--- src/design/hid_report_to_key_events_top_assert.svh ---
// ---------------------------------------------------------------------------
// Assertion macros for the keyboard report event converter
// Concurrent checks on the clock, disabled while reset is high.
// ---------------------------------------------------------------------------
`ifndef HID_REPORT_TO_KEY_EVENTS_TOP_ASSERT_SVH
`define HID_REPORT_TO_KEY_EVENTS_TOP_ASSERT_SVH

// Overlapping implication: cons must hold in the cycle that ante holds.
`define HRKE_ASSERT_IMPL(label, clk, rst, ante, cons) \
  label: assert property (@(posedge clk) disable iff (rst) (ante) |-> (cons)) \
    else $error("hrke: implication check failed");

// Next-cycle implication: cons must hold in the cycle after ante.
`define HRKE_ASSERT_NEXT(label, clk, rst, ante, cons) \
  label: assert property (@(posedge clk) disable iff (rst) (ante) |=> (cons)) \
    else $error("hrke: next-cycle check failed");

`endif

--- src/design/hrke_pkg.sv ---
// ---------------------------------------------------------------------------
// hrke_pkg
// Types, constants and register codes shared by the report event converter.
// ---------------------------------------------------------------------------
package hrke_pkg;

  localparam int CODE_W               = 8;
  localparam int MAX_SLOTS            = 7;
  localparam int NUM_MODS             = 4;
  localparam int NUM_EVENTS           = NUM_MODS + MAX_SLOTS;
  localparam int REPORT_BYTES_DEFAULT = 8;
  localparam int QUEUE_DEPTH          = 2;
  localparam int REG_INDEX_W          = 2;

  // Modifier byte bit masks.
  localparam logic [CODE_W-1:0] MOD_LCTRL  = 8'h01;
  localparam logic [CODE_W-1:0] MOD_LSHIFT = 8'h02;
  localparam logic [CODE_W-1:0] MOD_LALT   = 8'h04;
  localparam logic [CODE_W-1:0] MOD_RSHIFT = 8'h20;

  // Reset values of the event code registers.
  localparam logic [CODE_W-1:0] SHIFT_CODE_RESET = 8'h60;
  localparam logic [CODE_W-1:0] ALT_CODE_RESET   = 8'h61;
  localparam logic [CODE_W-1:0] CTRL_CODE_RESET  = 8'h62;

  // Event positions in emit order; also the packed modifier bit positions.
  localparam int EV_LSHIFT = 0;
  localparam int EV_RSHIFT = 1;
  localparam int EV_LALT   = 2;
  localparam int EV_LCTRL  = 3;
  localparam int EV_SLOT0  = 4;

  typedef enum logic [REG_INDEX_W-1:0] {
    REG_SHIFT_CODE = 2'd0,
    REG_ALT_CODE   = 2'd1,
    REG_CTRL_CODE  = 2'd2
  } reg_index_t;

  typedef struct packed {
    logic [CODE_W-1:0] modifiers;
    logic [CODE_W-1:0] key_slot_1;
    logic [CODE_W-1:0] key_slot_2;
    logic [CODE_W-1:0] key_slot_3;
    logic [CODE_W-1:0] key_slot_4;
    logic [CODE_W-1:0] key_slot_5;
    logic [CODE_W-1:0] key_slot_6;
    logic [CODE_W-1:0] key_slot_7;
  } report_t;

  typedef struct packed {
    logic [CODE_W-1:0] event_code;
    logic              is_press;
    logic              last_event;
  } key_event_t;

  // All events of one report, classified and waiting to be sent.
  typedef struct packed {
    logic [NUM_EVENTS-1:0]             pending;
    logic [NUM_EVENTS-1:0]             press;
    logic [NUM_EVENTS-1:0][CODE_W-1:0] code;
  } ev_batch_t;

  typedef struct packed {
    logic      push;
    ev_batch_t batch;
  } batch_push_t;

endpackage

--- src/design/hrke_front.sv ---
// ---------------------------------------------------------------------------
// hrke_front
// Compares each accepted report with the stored one and classifies events.
// ---------------------------------------------------------------------------
module hrke_front #(
  parameter int REPORT_BYTES = hrke_pkg::REPORT_BYTES_DEFAULT
) (
  input  logic                             clk,
  input  logic                             rst,
  input  logic                             accept,
  input  hrke_pkg::report_t                report,
  input  logic                             cfg_wr,
  input  logic [hrke_pkg::REG_INDEX_W-1:0] cfg_index,
  input  logic [hrke_pkg::CODE_W-1:0]      cfg_data,
  output hrke_pkg::batch_push_t            q_wr
);
  import hrke_pkg::*;

  localparam int SlotCount = (REPORT_BYTES - 1 < MAX_SLOTS) ? REPORT_BYTES - 1 : MAX_SLOTS;

  logic [CODE_W-1:0]                shift_code;
  logic [CODE_W-1:0]                alt_code;
  logic [CODE_W-1:0]                ctrl_code;
  logic [NUM_MODS-1:0]              prev_mods;
  logic [NUM_MODS-1:0]              cur_mods;
  logic [MAX_SLOTS-1:0][CODE_W-1:0] prev_slots;
  logic [MAX_SLOTS-1:0][CODE_W-1:0] prev_slots_next;
  logic [MAX_SLOTS-1:0][CODE_W-1:0] cur_slots;
  ev_batch_t                        batch;

  assign cur_slots = {report.key_slot_7, report.key_slot_6, report.key_slot_5,
                      report.key_slot_4, report.key_slot_3, report.key_slot_2,
                      report.key_slot_1};

  assign cur_mods[EV_LSHIFT] = |(report.modifiers & MOD_LSHIFT);
  assign cur_mods[EV_RSHIFT] = |(report.modifiers & MOD_RSHIFT);
  assign cur_mods[EV_LALT]   = |(report.modifiers & MOD_LALT);
  assign cur_mods[EV_LCTRL]  = |(report.modifiers & MOD_LCTRL);

  always_comb begin
    batch = '0;
    prev_slots_next = prev_slots;
    for (int m = 0; m < NUM_MODS; m++) begin
      batch.pending[m] = cur_mods[m] ^ prev_mods[m];
      batch.press[m]   = cur_mods[m];
    end
    batch.code[EV_LSHIFT] = shift_code;
    batch.code[EV_RSHIFT] = shift_code;
    batch.code[EV_LALT]   = alt_code;
    batch.code[EV_LCTRL]  = ctrl_code;
    for (int i = 0; i < MAX_SLOTS; i++) begin
      if (i < SlotCount) begin
        // A cleared slot releases its old code; any other change presses the new one.
        batch.pending[EV_SLOT0 + i] = (cur_slots[i] != prev_slots[i]);
        batch.press[EV_SLOT0 + i]   = (cur_slots[i] != '0);
        batch.code[EV_SLOT0 + i]    = (cur_slots[i] != '0) ? cur_slots[i] : prev_slots[i];
        prev_slots_next[i]          = cur_slots[i];
      end
    end
  end

  assign q_wr.push  = accept && (batch.pending != '0);
  assign q_wr.batch = batch;

  always_ff @(posedge clk) begin
    if (rst) begin
      shift_code <= SHIFT_CODE_RESET;
      alt_code   <= ALT_CODE_RESET;
      ctrl_code  <= CTRL_CODE_RESET;
      prev_mods  <= '0;
      prev_slots <= '0;
    end else begin
      if (cfg_wr) begin
        if (cfg_index == REG_SHIFT_CODE) begin
          shift_code <= cfg_data;
        end
        if (cfg_index == REG_ALT_CODE) begin
          alt_code <= cfg_data;
        end
        if (cfg_index == REG_CTRL_CODE) begin
          ctrl_code <= cfg_data;
        end
      end
      if (accept) begin
        prev_mods  <= cur_mods;
        prev_slots <= prev_slots_next;
      end
    end
  end

endmodule

--- src/design/hrke_queue.sv ---
// ---------------------------------------------------------------------------
// hrke_queue
// Short queue of classified event batches between front and back.
// ---------------------------------------------------------------------------
module hrke_queue #(
  parameter int DEPTH = hrke_pkg::QUEUE_DEPTH
) (
  input  logic                  clk,
  input  logic                  rst,
  input  hrke_pkg::batch_push_t wr,
  input  logic                  rd,
  output hrke_pkg::ev_batch_t   rd_batch,
  output logic                  full,
  output logic                  not_empty
);
  import hrke_pkg::*;

  localparam int AddrW  = (DEPTH > 1) ? $clog2(DEPTH) : 1;
  localparam int CountW = $clog2(DEPTH + 1);

  ev_batch_t          mem [DEPTH];
  logic [AddrW-1:0]   wr_ptr;
  logic [AddrW-1:0]   rd_ptr;
  logic [CountW-1:0]  count;
  logic               do_wr;
  logic               do_rd;

  assign full      = (count == CountW'(DEPTH));
  assign not_empty = (count != '0);
  assign do_wr     = wr.push && !full;
  assign do_rd     = rd && not_empty;
  assign rd_batch  = mem[rd_ptr];

  always_ff @(posedge clk) begin
    if (do_wr) begin
      mem[wr_ptr] <= wr.batch;
    end
  end

  always_ff @(posedge clk) begin
    if (rst) begin
      wr_ptr <= '0;
      rd_ptr <= '0;
      count  <= '0;
    end else begin
      if (do_wr) begin
        wr_ptr <= (wr_ptr == AddrW'(DEPTH - 1)) ? '0 : wr_ptr + 1'b1;
      end
      if (do_rd) begin
        rd_ptr <= (rd_ptr == AddrW'(DEPTH - 1)) ? '0 : rd_ptr + 1'b1;
      end
      case ({do_wr, do_rd})
        2'b10:   count <= count + 1'b1;
        2'b01:   count <= count - 1'b1;
        default: count <= count;
      endcase
    end
  end

endmodule

--- src/design/hrke_back.sv ---
// ---------------------------------------------------------------------------
// hrke_back
// Sends the pending events of one batch, lowest position first, one a cycle while the output is free.
// ---------------------------------------------------------------------------
module hrke_back (
  input  logic                 clk,
  input  logic                 rst,
  input  logic                 q_not_empty,
  input  hrke_pkg::ev_batch_t  q_batch,
  output logic                 q_rd,
  input  logic                 pop,
  output logic                 empty,
  output hrke_pkg::key_event_t key_event
);
  import hrke_pkg::*;

  logic [NUM_EVENTS-1:0]             cur_pending;
  logic [NUM_EVENTS-1:0]             cur_press;
  logic [NUM_EVENTS-1:0][CODE_W-1:0] cur_code;
  logic [NUM_EVENTS-1:0]             sel_oh;
  logic [NUM_EVENTS-1:0]             rem;
  logic [CODE_W-1:0]                 sel_code;
  logic                              sel_press;
  logic                              out_valid;
  logic                              out_free;
  logic                              emit;
  key_event_t                        out_item;

  // Isolate the lowest pending event.
  assign sel_oh = cur_pending & ~(cur_pending - 1'b1);
  assign rem    = cur_pending & ~sel_oh;

  always_comb begin
    sel_code  = '0;
    sel_press = 1'b0;
    for (int i = 0; i < NUM_EVENTS; i++) begin
      sel_code  = sel_code | (sel_oh[i] ? cur_code[i] : '0);
      sel_press = sel_press | (sel_oh[i] & cur_press[i]);
    end
  end

  assign out_free = !out_valid || pop;
  assign emit     = (cur_pending != '0) && out_free;
  assign q_rd     = q_not_empty && ((cur_pending == '0) || (emit && (rem == '0)));

  always_ff @(posedge clk) begin
    if (q_rd) begin
      cur_press <= q_batch.press;
      cur_code  <= q_batch.code;
    end
    if (emit) begin
      out_item.event_code <= sel_code;
      out_item.is_press   <= sel_press;
      out_item.last_event <= (rem == '0);
    end
  end

  always_ff @(posedge clk) begin
    if (rst) begin
      cur_pending <= '0;
      out_valid   <= 1'b0;
    end else begin
      if (q_rd) begin
        cur_pending <= q_batch.pending;
      end else if (emit) begin
        cur_pending <= rem;
      end
      if (emit) begin
        out_valid <= 1'b1;
      end else if (pop) begin
        out_valid <= 1'b0;
      end
    end
  end

  assign empty     = !out_valid;
  assign key_event = out_item;

endmodule

--- src/design/hid_report_to_key_events_top.sv ---
// ---------------------------------------------------------------------------
// hid_report_to_key_events_top
// Turns keyboard reports into key press and release transactions.
// ---------------------------------------------------------------------------
//
//  Channel   Handshake          Payload                 Direction
//  report    push / full        modifiers, 7 key slots  in
//  key_event empty / pop        code, press, last flag  out
//  config    cfg_wr             cfg_index, cfg_data     in
//
// A report is taken in the cycle it is pushed while full is low; the front
// classifies it at once and places its events in a two-entry queue.
// With the back idle, the first event of a report goes from its queue entry
// through the back's pending register into the output register.
// The back sends one event transaction per cycle while its output is free;
// a report has at most eleven events, and the next batch follows with
// no gap. The output register is refilled in the cycle its event is taken,
// so a steady pop sees one event per cycle; while an event waits untaken,
// the back stalls.
// A report that changes nothing gives no transaction and is not queued.
// Reset is synchronous and clears the stored report, the queue, the output
// and restores the default event codes.
// ---------------------------------------------------------------------------
module hid_report_to_key_events_top #(
  parameter int REPORT_BYTES = hrke_pkg::REPORT_BYTES_DEFAULT,
  parameter int QUEUE_DEPTH  = hrke_pkg::QUEUE_DEPTH
) (
  input  logic                             clk,
  input  logic                             rst,
  input  logic                             push,
  output logic                             full,
  input  hrke_pkg::report_t                report,
  output logic                             empty,
  input  logic                             pop,
  output hrke_pkg::key_event_t             key_event,
  input  logic                             cfg_wr,
  input  logic [hrke_pkg::REG_INDEX_W-1:0] cfg_index,
  input  logic [hrke_pkg::CODE_W-1:0]      cfg_data
);
  import hrke_pkg::*;

`include "hid_report_to_key_events_top_assert.svh"

  batch_push_t q_wr;
  ev_batch_t   q_batch;
  logic        q_full;
  logic        q_not_empty;
  logic        q_rd;
  logic        accept;

  // A report transaction completes whenever the queue has room.
  assign full   = q_full;
  assign accept = push && !q_full;

  hrke_front #(
    .REPORT_BYTES(REPORT_BYTES)
  ) u_front (
    .clk      (clk),
    .rst      (rst),
    .accept   (accept),
    .report   (report),
    .cfg_wr   (cfg_wr),
    .cfg_index(cfg_index),
    .cfg_data (cfg_data),
    .q_wr     (q_wr)
  );

  hrke_queue #(
    .DEPTH(QUEUE_DEPTH)
  ) u_queue (
    .clk      (clk),
    .rst      (rst),
    .wr       (q_wr),
    .rd       (q_rd),
    .rd_batch (q_batch),
    .full     (q_full),
    .not_empty(q_not_empty)
  );

  hrke_back u_back (
    .clk        (clk),
    .rst        (rst),
    .q_not_empty(q_not_empty),
    .q_batch    (q_batch),
    .q_rd       (q_rd),
    .pop        (pop),
    .empty      (empty),
    .key_event  (key_event)
  );

  // The events of one report leave back to back: after a non-final event is
  // taken, the next one is already in the output register.
  `HRKE_ASSERT_NEXT(a_burst_contiguous, clk, rst, pop && !empty && !key_event.last_event, !empty)

  // Only batches with at least one event ever reach the back.
  `HRKE_ASSERT_IMPL(a_batch_not_blank, clk, rst, q_rd, q_batch.pending != '0)

  // Right after reset nothing is waiting and the input side is open.
  `HRKE_ASSERT_IMPL(a_reset_clean, clk, rst, $past(rst), empty && !full)

endmodule

--- config.mk ---
export PLATFORM = sky130hd
export DESIGN_NAME = hid_report_to_key_events_top
export DESIGN_NICKNAME = d
export VERILOG_FILES = /design/src/design/hrke_pkg.sv /design/src/design/hrke_front.sv /design/src/design/hrke_queue.sv /design/src/design/hrke_back.sv /design/src/design/hid_report_to_key_events_top.sv
export VERILOG_INCLUDE_DIRS = /design/src /design/src/design
export SDC_FILE = /design/constraint.sdc
export NUM_CORES = 1
export LEC_CHECK = 0
export BUFFER_PORTS_ARGS = -buffer_cell sky130_fd_sc_hd__buf_2
export CAP_MARGIN = 5
export CORE_MARGIN = 10
export CORE_UTILIZATION = 45
export CTS_CLUSTER_DIAMETER = 50
export CTS_CLUSTER_SIZE = 16
export DETAILED_ROUTE_END_ITERATION = 8
export PLACE_DENSITY_LB_ADDON = 0.12
export SYNTH_ARGS = -nofsm -noshare
export SYNTH_HDL_FRONTEND = slang
export SYNTH_HIERARCHICAL = 1
export SYNTH_SLANG_ARGS = --single-unit
--- constraint.sdc ---
create_clock -name clk -period 20.5 [get_ports clk]
set_input_delay 3.075 -clock clk [delete_from_list [all_inputs] [get_ports clk]]
set_output_delay 3.075 -clock clk [all_outputs]
set_load 0.02 [all_outputs]
== Word-level counts from Yosys, hierarchy flattened ==
Memories as Yosys holds them, arrays and structs flattened. A register that Yosys moved wholly into a read port is not among the register bits.
Cells that the tools add are included.

* Register bits after elaboration: 209
* RAM bits: 220
* Bits of input ports: 79
* Output and inout bits: 12
* Logic and storage cells: 147
* Memories: 1

* Add/subtract/negate cells: 5
* Eq/ne operators: 12
* Multiplexer cells: 29
* Bitwise operators: 39
* Reduce and logical (&&, ||, !) cells: 30

{| class="wikitable"
|+ Memory list
! memory !! words !! bits a word !! rd ports !! clocked after memory_dff !! wr ports !! line !! text
|-
| u_queue.mem || 2 || 110 || 1 || 1 || 1 || hrke_queue.sv:21 || <nowiki>ev_batch_t mem [DEPTH];</nowiki>
|}

{| class="wikitable"
|+ Operator list
! operator !! number
|-
| 2-to-1 mux 8 bit || 18
|-
| bitwise OR 8 bit || 10
|-
| inequality test 8 bit || 7
|-
| nonzero test 8 bit || 7
|-
| AND 11 bit || 2
|-
| zero test 11 bit || 2
|-
| 2-to-1 mux 11 bit || 2
|-
| NOT 11 bit || 2
|-
| nonzero test 11 bit || 2
|-
| AND 1 bit || 11
|-
| subtractor 11 x 1 -> 11 bit (second input constant) || 1
|-
| bitwise OR 1 bit || 10
|-
| 2-to-1 mux 1 bit || 8
|-
| nonzero test 2 bit || 4
|-
| logical AND 1 bit || 7
|-
| equality test 2 bit (second input constant) || 3
|-
| AND reduction 2 bit || 3
|-
| equality test 2 x 1 -> 1 bit (second input constant) || 2
|-
| one-hot mux 2 bit (2 select lines) || 1
|-
| XOR 1 bit || 4
|-
| adder 1 bit (second input constant) || 2
|-
| adder 2 x 1 -> 2 bit (second input constant) || 1
|-
| zero test 1 bit || 2
|-
| zero test 2 bit || 1
|-
| other kinds (2) || 3
|}

== Logic depth before layout (Yosys ltp) ==
Gate-level depths: netlist of the first run.

* Depth after elaboration: 14
* Depth in mapped cells: 12
* Gate-level depth less buffers: 10

== By module ==
The synthesis of the first run kept the hierarchy.

{| class="wikitable"
|+ Modules (own cells, without submodules)
! module !! times used !! cells an instance !! area each (um2) !! sequential area each (um2)
|-
| hrke_queue || 1 || 368 || 8131.5 || 6706.4
|-
| hrke_back || 1 || 336 || 4784.6 || 3513.4
|-
| hrke_front || 1 || 466 || 4405.5 || 1681.6
|-
| hid_report_to_key_events_top || 1 || 1 || 13.8 || 0.0
|}

== Least setup slack after synthesis of the first run ==
Ideal clock, no wire load.

* Kind: input to register
* Start: input port pop
* End: register u_queue.count[1]
* Setup time: 70 ps
* Arrival time: 12063 ps
* Required time: 20430 ps
* Slack: 8368 ps
* Stages: 8
* Path buffers: 1
* Cells stage by stage: nand2b_1 -> clkbuf_1 -> nand3_1 -> a21boi_0 -> o21a_1 -> ha_1 -> or3_1 -> a21oi_1

* Word-level cells in the longest chain between the ends: 8
* Elaborated cells between the ends (all ways): 10
* Classes of those cells: eq/ne: 2; mux: 1; reduce/logical: 7

{| class="wikitable"
|+ Ends and longest elaborated chain
! element !! line !! text
|-
| from (decl) || hid_report_to_key_events_top.sv:34 || <nowiki>input logic pop,</nowiki>
|-
| logical OR 1 bit (*) || hrke_back.sv:42 || <nowiki>assign out_free = !out_valid || pop;</nowiki>
|-
| logical AND 1 bit (*) || hrke_back.sv:43 || <nowiki>assign emit = (cur_pending != '0) && out_free;</nowiki>
|-
| logical AND 1 bit (*) || hrke_back.sv:44 || <nowiki>assign q_rd = q_not_empty && ((cur_pending == '0) || (emit && (rem == '0)));</nowiki>
|-
| logical OR 1 bit (*) || hrke_back.sv:44 ||
|-
| logical AND 1 bit (*) || hrke_back.sv:44 ||
|-
| net q_rd || hid_report_to_key_events_top.sv:48 || <nowiki>logic q_rd;</nowiki>
|-
| logical AND 1 bit (*) || hrke_queue.sv:31 || <nowiki>assign do_rd = rd && not_empty;</nowiki>
|-
| net u_queue.do_rd || hrke_queue.sv:26 || <nowiki>logic do_rd;</nowiki>
|-
| equality test 2 x 1 -> 1 bit or equality test 2 bit (tied branches) || hrke_queue.sv:52 || <nowiki>case ({do_wr, do_rd})</nowiki>
|-
| one-hot mux 2 bit (2 select lines) or nonzero test 2 bit (tied branches) || -- ||
|-
| to (signal assigned) || hrke_queue.sv:53 || <nowiki>2'b10: count <= count + 1'b1;</nowiki>
|-
| to (signal assigned) || hrke_queue.sv:54 || <nowiki>2'b01: count <= count - 1'b1;</nowiki>
|-
| to (signal assigned) || hrke_queue.sv:55 || <nowiki>default: count <= count;</nowiki>
|-
| to (decl) || hrke_queue.sv:24 || <nowiki>logic [CountW-1:0] count;</nowiki>
|}

The timed path passes the listed nets; every way through them passes the cells marked *.
A chain may end at the register's enable or synchronous reset.

==> results of run 1 <==
-- registers in the layout (all words and copies together) (netlist names), named ones only --
name                count
u_back/key_event       10
u_back/out_valid        1
u_queue/count           2
u_back/cur_press       11
u_front/prev_slots     56
u_front/ctrl_code       8
u_back/cur_code        88
u_back/cur_pending     11
u_front/alt_code        8
u_front/shift_code      8
u_front/prev_mods       4
u_queue/mem           220
u_queue/wr_ptr          1
u_queue/rd_ptr          1
-- logic make-up after synthesis --
| kind of cell | after synthesis |
|---|---|
| DFF | 430 |
| and+or+nand+nor | 241 |
| muxes | 185 |
| AOI/OAI and AO/OA | 167 |
| buffers and inverters | 84 |
| xor gates and xnor gates | 63 |
| adders and majority gates | 1 |
-- placed cells by master (no fill, tap or decap), types with 9 or more instances in the layout --
cell type / instances
a211oi_2: 10
a21o_1: 52
a21oi_1: 20
a221oi_1: 9
a22oi_1: 36
buf_2: 85
buf_4: 11
clkbuf_16: 45
dfxtp_1: 100
edfxtp_1: 329
inv_1: 17
inv_6: 9
mux2_2: 110
mux2i_1: 75
nand2_1: 23
nand3_1: 14
nor2_1: 132
nor4_1: 11
o21ai_0: 13
or4_1: 10
xor2_1: 61
-- per-stage QoR --
stage	power (uW)	std cells	worst slack (ns)	util, %	hold slack (ns)
detailed placement	2030	1713	14.06	48.0	0.444
CTS	2860	1795	14.63	52.0	0.455
finish	2820	1795	14.67	52.0	0.453
global placement	2020	1713	14.10	48.0	0.432
global route	2960	1795	14.48	52.0	0.473
floorplan	1840	1171	8.37	-	0.425
-- layout make-up --
type	instances	area, um^2
fillers	3268	18200
inverters	19	73.8
flip-flops and latches	430	11900
well taps	511	639
clock buffers	49	1140
repair buffers	96	508
multi-input cells	657	5050
clock inverters	33	368
-- report_power, final --
| group | internal (uW) | total [uW] | switching (uW) |
|---|---|---|---|
| Clock | 476 | 818 | 342 |
| Sequential | 1240 | 1360 | 114 |
| Combinational | 230 | 639 | 409 |
-- worst max-delay path, delay by kind of cell --
kind                      cells  cell delay [ns]
buffers and inverters         4             0.93
AOI/OAI and AO/OA             1             0.44
and+or+nand+nor               3             1.26
xor gates and xnor gates      1             0.13
-- worst max-delay path by stage --
stage	startpoint	endpoint	slack [ns]
after detailed placement	report[56]	u_queue/mem[0][52]	14.06
after CTS	report[56]	u_queue/mem[0][48]	14.63
after floorplan	pop	u_queue/count[1]	8.37
after global placement	report[56]	u_queue/mem[0][52]	14.10
final	report[52]	u_queue/mem[0][48]	14.67
after global routing	report[56]	u_queue/mem[0][55]	14.48
-- layer usage --
metal	global-route usage, %	part of all wire, %	routed length (um)	up-vias
met3	2.74	4.6	1640	35
met5	0	0	0	-
li1	-	-	-	4539
met2	24.6	48	17100	188
met4	3.61	1.4	510	0
met1	20.8	46	16500	4691
==> results.json, run 1 <==
{
  "grt_max_degree": 68,
  "avgSynthCellArea_um2": 14.8,
  "io_buffers": 86,
  "fp.coreArea_mm2": 0.0378,
  "yosys.area_share.simple_pct": 7.05,
  "critPathLaunchType": "primary input",
  "tns_ns": 0,
  "syn-num-nets": 1251,
  "hold_depth": 0,
  "min_period_over_period_pct": 28.4,
  "synthTopCellsByCount": "edfxtp_1, nor2_1, mux2_2, dfxtp_1, mux2i_1",
  "end_kind": "register",
  "crit_fanout": 67,
  "hold_end": "u_queue/mem[1][29]",
  "path_cells": "buf_2 > xor2_1 > nor4_1 > nand4_1 > o41a_1 > inv_1 > or3_1 > inv_4 > buf_4",
  "die_y_um": 216,
  "clk_latency_ns": 0.55,
  "num_rows": 71,
  "post_dp_cell_area_mm2": 0.0182,
  "ys.warnings.count": 6,
  "synth_cell_types": 54,
  "syn_area_mm2": 0.0173,
  "routabilityCongestion": 0.804,
  "cts_root_buffer": "clkbuf_16",
  "p_leak_uw": 0.00716,
  "ys_seq_elements": 430,
  "skew_ns": 0.0243,
  "reg2reg_depth": 7,
  "synth-edff-count": 329,
  "critPathMaxStageDelay_ns": 0.82,
  "crit_type": "primary input to register",
  "antenna_found_initial": 0,
  "crit_required_ns": 20.63,
  "drc": 0,
  "ys_async_sr_fraction_pct": 0,
  "synth_top_area_share_pct": 57.0,
  "vias": 9453,
  "pin_count": 91,
  "clk_path_buf_depth": 3,
  "maxSlewHeadroom_pct": 30.1,
  "cts_setup_buffers": 0,
  "hold_violations": 0,
  "first_pass_iters": 5,
  "cts.sinks": 430,
  "hp-start": "u_front/ctrl_code[5]",
  "ys_seq_area_share_pct": 68.7,
  "synthCells": 1171,
  "wl_per_cell_um": 19.9,
  "report.final.slew_viol_count": 0,
  "synth_top_family_by_area": "multiplexers",
  "arrival_ns": 5.96,
  "grt_pass1_wl_um": 55700,
  "power.density_mw_per_mm2": 143,
  "grt.total_usage_pct": 15.2,
  "synth.most_common_cell": "edfxtp_1",
  "hpwl_um": 22500,
  "nets": 1328,
  "reg2reg_slack_ns": 16.65,
  "area_delta_synth_final_pct": 13.6,
  "drv_cap": 0,
  "drive_above_1_share_pct": 25.2,
  "fmax_mhz": 172,
  "hold_class": "register to register",
  "fin_area_mm2": 0.0197,
  "setup_viol": 0,
  "yosys.area_share.adder_pct": 0.0722,
  "routed_wl_um": 35800,
  "critical-path-slowest-cell": "nor4_1",
  "ant_nets": 0,
  "grt_overflow": 0,
  "rsz0062_at_grt": "no",
  "clk_pin_slew_ns": 0.07,
  "status": "finished, final reports clean",
  "ir_drop_mv": 0.0846,
  "cts_tree": "yes",
  "vias_per_cell": 5.27,
  "r2r_start": "u_back/cur_pending[1]",
  "cts_made_buffers": 44,
  "num_antenna_cells": 0,
  "period_needed_ns": 5.83,
  "die_x_um": 216,
  "tightest_slew_ns": 1.05,
  "ys.flop_type": "edfxtp_1",
  "synth-xor-area-share_pct": 3.18,
  "die_area_mm2": 0.0468,
  "start_util_pct": 45.8,
  "synth_area_leaders": "edfxtp_1, dfxtp_1, mux2_2",
  "ctsHoldBuffers": 0,
  "dr.first_iter.drc_count": 542,
  "h-tree-depth": 2,
  "synth_largest_area_cell": "edfxtp_1",
  "yosys-mux-area-fraction_pct": 11.5,
  "synth_compound_area_share_pct": 7.22,
  "ctsResizeCount": 0,
  "first_global_vias": 9657,
  "worstReg2RegEnd": "u_back/cur_press[1]"
}
Power figures use the tool's default switching activity.
==> run 2, diff against run 1 <==
--- a/config.mk
+++ b/config.mk
@@ -6,6 +6,7 @@
 export SDC_FILE = /design/constraint.sdc
 export NUM_CORES = 1
 export LEC_CHECK = 0
+export ABC_AREA = 1
 export BUFFER_PORTS_ARGS = -buffer_cell sky130_fd_sc_hd__buf_2
 export CAP_MARGIN = 5
 export CORE_MARGIN = 10
==> constraint.sdc (replaced) <==
create_clock -name clk -period 5.4 [get_ports clk]
set_input_delay 0.81 -clock clk [delete_from_list [all_inputs] [get_ports clk]]
set_output_delay 0.81 -clock clk [all_outputs]
set_load 0.02 [all_outputs]
==> results.json, run 2 <==
{
  "status": "finished, final reports clean",
  "r2r_start": "u_back/cur_pending[0]",
  "synth_cell_types": 48,
  "nets": 1658,
  "crit_fanout": 84,
  "num_rows": 73,
  "grt_pass1_wl_um": 60200,
  "end_kind": "register",
  "yosys-mux-area-fraction_pct": 8.84,
  "ctsResizeCount": 0,
  "arrival_ns": 3.34,
  "cts_setup_buffers": 0,
  "busiest_layer": "met2",
  "mostFrequentLayoutCell": "edfxtp_1",
  "worstReg2RegEnd": "u_back/cur_code[56]",
  "grt.total_usage_pct": 15.5,
  "path_buf_inv": 1,
  "met3_usage_pct": 2.87,
  "fp.coreArea_mm2": 0.0399,
  "avgSynthCellArea_um2": 12.3,
  "crit_required_ns": 5.60,
  "vias": 10900,
  "globalRouteMet1Util_pct": 19.5,
  "report.final.slew_viol_count": 0,
  "syn-num-nets": 1569,
  "tightest_slew_ns": 0.891,
  "synth-xor-area-share_pct": 0.671,
  "synth_top_area_share_pct": 54.1,
  "largest-register": "u_queue/mem",
  "first_pass_iters": 5,
  "h-tree-depth": 2,
  "path_delay_family": "simple AND/OR/NAND/NOR gates",
  "hold_violations": 0,
  "cp.depth": 8,
  "routabilityCongestion": 0.824,
  "cts_tree": "yes",
  "period_needed_ns": 3.14,
  "routed_wl_um": 39100,
  "clk_latency_ns": 0.57,
  "post_dp_cell_area_mm2": 0.0191,
  "synth.most_common_cell": "edfxtp_1",
  "ctsHoldBuffers": 0,
  "hpwl_um": 26100,
  "drc": 0,
  "fin_area_mm2": 0.0205,
  "fmax_mhz": 319,
  "io_buffers": 86,
  "layout_common_cells": "edfxtp_1, nand2_1, inv_1, nor2_1, o21ai_0",
  "ys_async_sr_fraction_pct": 0,
  "setup_viol": 0,
  "crit_type": "register to register",
  "ys_seq_area_share_pct": 65.2,
  "p_total_uw": 11400,
  "drive_above_1_share_pct": 22.0,
  "dr.first_iter.drc_count": 723,
  "yosys.area_share.adder_pct": 0.0685,
  "reg2reg_depth": 8,
  "crit_path_frequent_cell": "nand2_1",
  "critPathMaxStageDelay_ns": 0.57,
  "vias_per_cell": 5.09,
  "ant_nets": 0,
  "reg2reg_slack_ns": 2.26,
  "grt_overflow": 0,
  "synth_area_leaders": "edfxtp_1, dfxtp_1, mux2_4",
  "n_fill_cell": 3440,
  "drv_cap": 0,
  "ys.warnings.count": 6,
  "wl_per_cell_um": 18.3,
  "hold_class": "register to register",
  "crit_start": "u_back/cur_pending[0]",
  "grt_max_degree": 85,
  "rsz0062_at_grt": "no",
  "cts_made_buffers": 41,
  "critPathLaunchType": "register",
  "synth-edff-count": 329,
  "clk_path_buf_depth": 3,
  "largest_reg_flops": 220,
  "min_period_over_period_pct": 58.1,
  "die_area_mm2": 0.0490,
  "tns_ns": 0,
  "skew_ns": 0.0277,
  "path_cells": "nor2_4 > nand2_1 > o21ai_1 > nand2_1 > nor2_1 > nand3_2 > a21oi_4 > buf_12",
  "cts.sinks": 430,
  "yosys.area_share.simple_pct": 11.8,
  "reg_top3": "u_queue/mem (220), u_back/cur_code (88), u_front/prev_slots (56)",
  "ir_drop_mv": 0.550,
  "p_leak_uw": 0.00786,
  "met2_usage_pct": 25.7,
  "antenna_found_initial": 1,
  "endpoint": "u_back/cur_code[56]",
  "die_y_um": 221,
  "synth_largest_area_cell": "edfxtp_1",
  "ys_seq_elements": 430,
  "critical-path-slowest-cell": "dfxtp_1",
  "synth_top_family_by_area": "simple AND/OR/NAND/NOR gates",
  "synthTopCellsByCount": "edfxtp_1, nand2_1, inv_1, nor2_1, o21ai_0",
  "first_global_vias": 10700,
  "cts_root_buffer": "clkbuf_16",
  "die_x_um": 221,
  "maxSlewHeadroom_pct": 40.4,
  "synthCells": 1489,
  "pin_count": 91,
  "area_delta_synth_final_pct": 12.4,
  "power.density_mw_per_mm2": 555,
  "clk_pin_slew_ns": 0.07,
  "ys.flop_type": "edfxtp_1",
  "start_util_pct": 45.8,
  "syn_area_mm2": 0.0183,
  "synth_compound_area_share_pct": 7.74
}
[run 2: changes by cell type after synthesis, sizes merged, moves of 52 or more]
cell   change
a21oi     +64
mux2i     -75
inv      +141
nand2    +236
a21o      -53
nand3     +52
o21ai    +109
xor2      -55
[run 2: area by class of cell]
| type | count | area, um^2 | share of cell area [%] |
|---|---|---|---|
| antenna | 1 | 2.50 | 0.0122 |
| sequential | 430 | 11900 | 58.0 |
| tap | 525 | 657 | 3.20 |
| timing repair buffer | 98 | 558 | 2.72 |
| clock inverter | 28 | 397 | 1.93 |
| clock buffer | 47 | 1060 | 5.16 |
| multi-input combinational | 844 | 5340 | 26.0 |
| inverter | 163 | 614 | 2.99 |
[run 2: worst min path at each step]
stage / startpoint / to / slack [ns] / depth (start not counted)
after floorplan: u_front/ctrl_code[0] / u_queue/mem[0][24] / 0.42 / 0
after global placement: u_front/ctrl_code[7] / u_queue/mem[1][31] / 0.43 / 0
after detailed placement: u_front/ctrl_code[7] / u_queue/mem[1][31] / 0.44 / 0
after CTS: report[56] / u_queue/mem[0][91] / 0.44 / 1
after global routing: report[56] / u_queue/mem[0][91] / 0.46 / 1
final: u_front/ctrl_code[0] / u_queue/mem[0][24] / 0.46 / 0
[run 2: where the power goes]
part | internal, uW | switching (uW) | total (uW)
combinational | 1070 | 2020 | 3090
clock | 1780 | 1310 | 3090
sequential | 4810 | 401 | 5210
total | 7660 | 3730 | 11400
[run 2: logic make-up after synthesis]
logic type,Yosys count
and+or+nand+nor,477
DFF,430
AOI/OAI and AO/OA,242
buffers and inverters,215
muxes,110
xor gates and xnor gates,14
adders and majority gates,1
[run 2: through the flow]
stage	setup slack [ns]	cells	utilization, %	hold WS, ns
6_report	2.26	2136	51.4	0.456
5_1_grt	1.98	2136	51.4	0.460
4_1_cts	2.26	2135	51.4	0.438
3_5_place_dp	1.80	2060	47.8	0.439
3_3_place_gp	1.76	2060	47.8	0.428
2_1_floorplan	0.374	1489	-	0.420
[run 2: metal layers]
metal | vias to the layer above | wire length (um) | share of wire (%)
li1 | 5338 | - | -
met1 | 5265 | 17400 | 44
met2 | 200 | 18600 | 48
met4 | 0 | 1350 | 3.4
met3 | 61 | 1780 | 4.6
met5 | - | 0 | 0
